==> config.mk <==
export PLATFORM = sky130hd
export DESIGN_NAME = sbag_divider
export DESIGN_NICKNAME = d
export VERILOG_FILES = /design/src/hdl/sbag_pkg.sv /design/src/hdl/sbag_divider.sv
export SDC_FILE = /design/constraint.sdc
export NUM_CORES = 1
export LEC_CHECK = 0
export BUFFER_PORTS_ARGS = -buffer_cell sky130_fd_sc_hd__buf_2
export CELL_PAD_IN_SITES_DETAIL_PLACEMENT = 0
export CELL_PAD_IN_SITES_GLOBAL_PLACEMENT = 1
export CORE_ASPECT_RATIO = 0.6
export CORE_UTILIZATION = 49
export CTS_CLUSTER_DIAMETER = 60
export DETAILED_ROUTE_END_ITERATION = 6
export GPL_ROUTABILITY_DRIVEN = 0
export GPL_TIMING_DRIVEN = 0
export PLACE_DENSITY = 0.82
export SLEW_MARGIN = 10
export SYNTH_ARGS = -nofsm -noshare
export SYNTH_HDL_FRONTEND = slang
export SYNTH_SLANG_ARGS = --single-unit
==> constraint.sdc <==
create_clock -name clock -period 15.25 [get_ports clock]
set_input_delay 1.525 -clock clock [delete_from_list [all_inputs] [get_ports clock]]
set_output_delay 1.525 -clock clock [all_outputs]
set_load 0.1 [all_outputs]
==> src/hdl/sbag_pkg.sv <==
// shared constants, register indexes and the bit gather function
`timescale 1ns / 1ps

package sbag_pkg;

   // fixed field widths
   localparam int FUNC_W      = 1;
   localparam int MEGA_POS_W  = 12;
   localparam int INNER_W     = 6;
   localparam int ADDR_W      = 40;
   localparam int SEL_W       = 60;
   localparam int SEL_FIELD_W = 5;
   localparam int SEL_FIELDS  = 12;
   localparam int SEL_RANGE   = 32;
   localparam int MEGA_DIM_W  = 7;
   localparam int STRIDE_W    = 11;
   localparam int LINE_W      = 16;
   localparam int CSR_INDEX_W = 3;
   localparam int CSR_DATA_W  = SEL_W;

   // parameter defaults
   localparam int OFFSET_BITS_DEF  = 12;
   localparam int MAX_MEGA_DIM_DEF = 64;

   // register reset values
   localparam logic [MEGA_DIM_W-1:0] MEGA_DIM_RST = MEGA_DIM_W'(1);
   localparam logic [STRIDE_W-1:0]   STRIDE_RST   = STRIDE_W'(8);
   localparam logic [LINE_W-1:0]     LINE_RST     = LINE_W'(1);

   // register indexes
   localparam logic [CSR_INDEX_W-1:0] CSR_X_SEL       = 3'd0;
   localparam logic [CSR_INDEX_W-1:0] CSR_Y_SEL       = 3'd1;
   localparam logic [CSR_INDEX_W-1:0] CSR_MEGA_WIDTH  = 3'd2;
   localparam logic [CSR_INDEX_W-1:0] CSR_MEGA_HEIGHT = 3'd3;
   localparam logic [CSR_INDEX_W-1:0] CSR_BLOCK_STR   = 3'd4;
   localparam logic [CSR_INDEX_W-1:0] CSR_LINE_STR    = 3'd5;

   localparam logic FUNC_LIN_TO_BLK = 1'b0;

   // offset bit i takes val bit sel[i]; selectors past the inner width read zero
   function automatic logic [SEL_FIELDS-1:0] gather_bits(
      input logic [SEL_W-1:0]   sel_reg,
      input logic [INNER_W-1:0] val
   );
      logic [SEL_FIELDS-1:0] acc;
      logic [SEL_RANGE-1:0]  ext;
      ext = SEL_RANGE'(val);
      for (int i = 0; i < SEL_FIELDS; i++) begin
         acc[i] = ext[sel_reg[i*SEL_FIELD_W +: SEL_FIELD_W]];
      end
      return acc;
   endfunction

endpackage

==> src/hdl/sbag_divider.sv <==
// two stage pipelined restoring divider for tile column and row
`timescale 1ns / 1ps

module sbag_divider import sbag_pkg::*; #(
   parameter int OFF_W = SEL_FIELDS,
   parameter int DIM_W = $clog2(MAX_MEGA_DIM_DEF + 1)
) (
   input  logic             clock,
   input  logic [1:0]       stage_en,
   input  logic [OFF_W-1:0] dividend,
   input  logic [DIM_W-1:0] divisor,
   output logic [OFF_W-1:0] quotient,
   output logic [DIM_W-1:0] remainder
);

   localparam int STEPS_A = (OFF_W + 1) / 2;
   localparam int LO_A    = OFF_W - STEPS_A;

   logic [OFF_W-1:0] a_q_ff, a_q_in;
   logic [DIM_W-1:0] a_r_ff, a_r_in;
   logic [OFF_W-1:0] a_num_ff;
   logic [DIM_W-1:0] a_den_ff;
   logic [OFF_W-1:0] b_q_ff, b_q_in;
   logic [DIM_W-1:0] b_r_ff, b_r_in;

   // upper quotient bits
   always_comb begin
      logic [DIM_W:0]   t;
      logic [DIM_W-1:0] r;
      logic [OFF_W-1:0] q;
      r = '0;
      q = '0;
      for (int i = OFF_W - 1; i >= LO_A; i--) begin
         t = {r, dividend[i]};
         if (t >= {1'b0, divisor}) begin
            t = t - {1'b0, divisor};
            q[i] = 1'b1;
         end
         r = t[DIM_W-1:0];
      end
      a_q_in = q;
      a_r_in = r;
   end

   always_ff @(posedge clock) begin
      if (stage_en[0]) begin
         a_q_ff   <= a_q_in;
         a_r_ff   <= a_r_in;
         a_num_ff <= dividend;
         a_den_ff <= divisor;
      end
   end

   // lower quotient bits
   always_comb begin
      logic [DIM_W:0]   t;
      logic [DIM_W-1:0] r;
      logic [OFF_W-1:0] q;
      r = a_r_ff;
      q = a_q_ff;
      for (int i = LO_A - 1; i >= 0; i--) begin
         t = {r, a_num_ff[i]};
         if (t >= {1'b0, a_den_ff}) begin
            t = t - {1'b0, a_den_ff};
            q[i] = 1'b1;
         end
         r = t[DIM_W-1:0];
      end
      b_q_in = q;
      b_r_in = r;
   end

   always_ff @(posedge clock) begin
      if (stage_en[1]) begin
         b_q_ff <= b_q_in;
         b_r_ff <= b_r_in;
      end
   end

   assign quotient  = b_q_ff;
   assign remainder = b_r_ff;

endmodule
==> flow_metrics.tcl, run 1 <==
set metrics [dict create \
    cp_num_buf_inv 4 \
    ios 41 \
    synth_largest_area_cell "edfxtp_1" \
    finalSetupTns_ns 0 \
    period_share_pct 93.45 \
    grt_antenna_before_repair 0 \
    cts_tree "built" \
    end_kind "register" \
    hold_viol 0 \
    cpPeakStageDelay_ns 0.53 \
    outcome "complete, no violations" \
    yosysUniqueCellTypes 77 \
    skew_ns 0.01112 \
    setup_violations 0 \
    avgSynthCellArea_um2 9.170 \
    layout_commonest_cell "ha_1" \
    final_nets 796 \
    initial_core_util_pct 50.86 \
    grt_max_degree 27 \
    insertion_delay_ns 0.30 \
    clockRootBuffer "clkbuf_16" \
    htreeDepth 2 \
    critPathRequiredTime_ns 15.31 \
    dr.pass1.iters 5 \
    antenna_cells 0 \
    totalWireLength_um 15210 \
    die_w_um 142.7 \
    cts_hold_buffers 0 \
    max_cap_viol_count 0 \
    hold_class "register to register" \
    timing.fmax_mhz 70.17 \
    drt_iter0_drc 381 \
    vias 5057 \
    critPathLaunchType "register" \
    synth_edf_count 45 \
    cts.clk_slew.worst_paths_ns 0.08 \
    max-clock-path-buffers 2 \
    die_h_um 86.44 \
    path_delay_family "compound AO/OA/AOI/OAI gates" \
    clock-sinks 45 \
    grt.total_usage_pct 26.17 \
    synth-seq-cells 45 \
    overflow 0 \
    rows 30 \
    slew_headroom_pct 57.05 \
    worstPathMaxFanout 10 \
    worstSetupPathType "register to register" \
    yosys-top-cells-area "edfxtp_1, ha_1, fa_1, inv_1, o21ai_0" \
    cp.arrival_ns 14.31 \
    wl_per_cell_um 18.00 \
    synth_top_area_share_pct 23.21 \
    synth.net_count 747 \
    vias_per_cell 5.985 \
    hpwl_um 12370 \
    synth_flop_cell "edfxtp_1" \
    critPathSlowestCell "edfxtp_1" \
    min_period_ns 14.25 \
    syn-cell-area_um2 5823 \
    fp.dieArea_um2 12340 \
    grt_pass1_wl_um 24710 \
    antenna_left 0 \
    syn_inst 635 \
    fin_cells 845 \
    drive_above_1_share_pct 15.91 \
    fin_ws_ns 0.9988 \
    final_cell_mix "ha_1, inv_1, nor2_1" \
    grt_pass1_vias 4685 \
    synth.yosys.seq_area_share_pct 23.21 \
    place_ws_ns 0.7757 \
    fill_cells 1015 \
    drv_slew 0 \
    area_delta_synth_final_pct 9.884 \
    core_area_um2 11450 \
    fin_util_pct 55.89 \
    worst_slew_pin_slew_ns 0.6442 \
    portBuffers 40 \
    synthArstFlopShare_pct 0 \
    post-place-cells 835 \
    drc 0 \
    cts_inserted_buffers 5 \
    synth_warnings 0 \
    rsz0062_at_grt "no" \
]
repair_timing:
item,in CTS,in global routing
setup endpoints to repair,0,8
setup buffers,0,2
gates resized for setup,0,3
per-stage QoR:
step | area (um2) | hold WS, ns
final | 6399 | 0.4242
after detailed placement | 6223 | 0.4097
after CTS | 6377 | 0.4257
after floorplan | 5823 | 0.4003
after global routing | 6399 | 0.4327
after global placement | 6223 | 0.4004
sequential cells by signal, indices dropped and copies added (netlist names):
| register | flops |
|---|---|
| a_q_ff | 6 |
| a_num_ff | 6 |
| a_den_ff | 7 |
| a_r_ff | 7 |
| quotient | 12 |
| remainder | 7 |
cell usage after synthesis (all sizes together), types with 7 or more instances:
| cell | number |
|---|---|
| a211oi | 9 |
| a21o | 12 |
| a21oi | 28 |
| a221o | 7 |
| and2 | 8 |
| edfxtp | 45 |
| fa | 11 |
| ha | 79 |
| inv | 60 |
| mux2 | 24 |
| mux2i | 13 |
| nand2 | 35 |
| nand2b | 7 |
| nand3 | 10 |
| nand4 | 11 |
| nor2 | 48 |
| nor2b | 22 |
| nor3 | 15 |
| o21a | 21 |
| o21ai | 47 |
| o31a | 7 |
| or3 | 9 |
| xnor2 | 21 |
| xor2 | 13 |
worst reg2reg max path, delay by kind of cell (launching register included):
| kind | cells | cell delay [ns] |
|---|---|---|
| buffers and inverters | 4 | 0.91 |
| AOI/OAI and AO/OA | 26 | 6.27 |
| adders and majority gates | 7 | 2.23 |
| muxes | 4 | 1.36 |
| DFF | 1 | 0.53 |
| and+or+nand+nor | 14 | 2.70 |
layer usage:
layer	up-vias	share of wire (%)	GRT usage, %
met5	-	0	0
met2	199	39	37.92
met4	0	0.63	4.008
met3	12	7.1	3.923
li1	2471	-	-
met1	2375	53	41.05
cells by family (layout without fill, tap and decap cells):
group	after synthesis	in the layout	share of synthesized area (%)
xor+xnor	34	34	5.114
buf+inv	70	120	4.899
flops	45	45	23.21
simple gates	180	180	16.05
mux	37	37	7.671
compound gates	179	179	22.30
fa+ha+maj	90	90	20.76
worst paths after layout:
kind                    start            to  slack (ns)  cells after the start
setup reg to reg  a_den_ff[0]  remainder[2]         1.0                     55
setup / recovery  a_den_ff[0]  remainder[2]         1.0                     55
hold / removal      a_q_ff[8]   quotient[8]        0.42                      0
hold reg to reg     a_q_ff[8]   quotient[8]        0.42                      0
area by class of cell:
| type | instances | area, um2 | share of cell area (%) |
|---|---|---|---|
| multi-input combinational | 520 | 4193 | 65.53 |
| sequential | 45 | 1351 | 21.12 |
| inverter | 61 | 231.5 | 3.618 |
| timing repair buffer | 42 | 215.2 | 3.363 |
| tap | 160 | 200.2 | 3.129 |
| clock buffer | 5 | 125.1 | 1.955 |
| buffer | 9 | 53.80 | 0.8408 |
| clock inverter | 3 | 28.78 | 0.4497 |
Power of run 1 is left out: the tool's default activity adds up to more than one toggle a clock period on the data nets, which glitch-free logic cannot reach.
==> inputs of run 2 (changes only) <==
PLACE_DENSITY = unset   (was 0.82)
PLACE_DENSITY_LB_ADDON = 0.1   (was unset)
==> flow_metrics.tcl, run 2 (synthesized netlist as in run 1, its figures left out) <==
set metrics [dict create \
    portBuffers 40 \
    max_cap_viol_count 0 \
    grt_pass1_vias 4695 \
    drv_slew 0 \
    regArea_um2 1351 \
    r2r_slack_ns 0.85 \
    grt_antenna_before_repair 0 \
    largest_reg_flops 12 \
    skew_ns 0.004427 \
    ios 41 \
    cpPeakStageDelay_ns 0.51 \
    drt_iter0_drc 396 \
    die_h_um 86.44 \
    rsz0062_at_grt "no" \
    final_nets 797 \
    clock-sinks 45 \
    cts_inserted_buffers 5 \
    grt_max_degree 27 \
    cts_hold_buffers 0 \
    drive_above_1_share_pct 15.89 \
    dr.pass1.iters 5 \
    min_period_ns 14.40 \
    die_w_um 142.7 \
    grt_pass1_wl_um 25410 \
    finalSetupTns_ns 0 \
    critPathRequiredTime_ns 15.30 \
    vias_per_cell 5.911 \
    overflow 0 \
    period_share_pct 94.42 \
    totalWireLength_um 15700 \
    worstSetupPathType "register to register" \
    antenna_left 0 \
    worstPathMaxFanout 10 \
    worst_slew_pin_slew_ns 0.6758 \
    outcome "complete, no violations" \
    critPathLaunchType "register" \
    hold_class "register to register" \
    fp.dieArea_um2 12340 \
    rows 30 \
    final_cell_mix "ha_1, inv_1, nor2_1" \
    hold_slack_ns 0.4208 \
    setup_violations 0 \
    fill_cells 1054 \
    multi_input_area_um2 4189 \
    hold_viol 0 \
    area_delta_synth_final_pct 9.948 \
    max-clock-path-buffers 2 \
    clockRootBuffer "clkbuf_16" \
    timing.fmax_mhz 69.45 \
    hpwl_um 12670 \
    initial_core_util_pct 50.86 \
    cts.clk_slew.worst_paths_ns 0.07 \
    drc 0 \
    layout_commonest_cell "ha_1" \
    end_kind "register" \
    core_area_um2 11450 \
    cp.arrival_ns 14.45 \
    slew_headroom_pct 54.95 \
    antenna_cells 0 \
    insertion_delay_ns 0.30 \
    cts_tree "built" \
    critPathSlowestCell "edfxtp_1" \
    fin_util_pct 55.92 \
    htreeDepth 2 \
    wl_per_cell_um 18.55 \
    grt.total_usage_pct 27.06 \
    vias 5001 \
]
[run 2: cell types whose count changed in the layout (fill, tap and decap cells not counted), sizes merged]
cell / before / now
buf: 47 / 48
[run 2: worst max-delay path: cells and delay by family (launching register included)]
family	cells	cell delay [ns]
mux	4	1.39
simple gates	14	2.64
flops	1	0.51
buf+inv	4	0.91
compound gates	26	6.41
fa+ha+maj	7	2.26
[run 2: cell type report]
| class | instances | area share [%] |
|---|---|---|
| tap | 160 | 3.127 |
| sequential | 45 | 21.11 |
| clock inverter | 3 | 0.4495 |
| timing repair buffer | 43 | 3.479 |
| multi-input combinational | 520 | 65.43 |
| buffer | 9 | 0.8403 |
| inverter | 61 | 3.615 |
| clock buffer | 5 | 1.954 |
[run 2: repair_timing]
| action | CTS | global route |
|---|---|---|
| setup endpoints to repair | 0 | 8 |
| resized for setup | 0 | 2 |
| setup buffers | 0 | 3 |
[run 2: path summary, 6_finish.rpt]
kind | start | endpoint | depth (start not counted)
setup / recovery | a_den_ff[0] | remainder[3] | 55
hold / removal | a_q_ff[7] | quotient[7] | 0
setup reg to reg | a_den_ff[0] | remainder[3] | 55
hold reg to reg | a_q_ff[7] | quotient[7] | 0
[run 2: stage by stage]
stage          area [um2]  setup slack, ns  std cells
2_1_floorplan        5823            3.259        635
3_3_place_gp         6223            1.034        835
3_5_place_dp         6223           0.7662        835
4_1_cts              6377           0.7396        843
5_1_grt              6402          0.02387        846
6_report             6402           0.8513        846
[run 2: layer usage]
| metal | vias up | wire, um | GRT usage (%) |
|---|---|---|---|
| met5 | - | 0 | 0 |
| met4 | 0 | 85 | 3.617 |
| met3 | 11 | 1166 | 4.309 |
| met2 | 163 | 6090 | 37.57 |
| met1 | 2357 | 8354 | 43.71 |
| li1 | 2470 | - | - |
Power of run 2 is left out for the same reason.
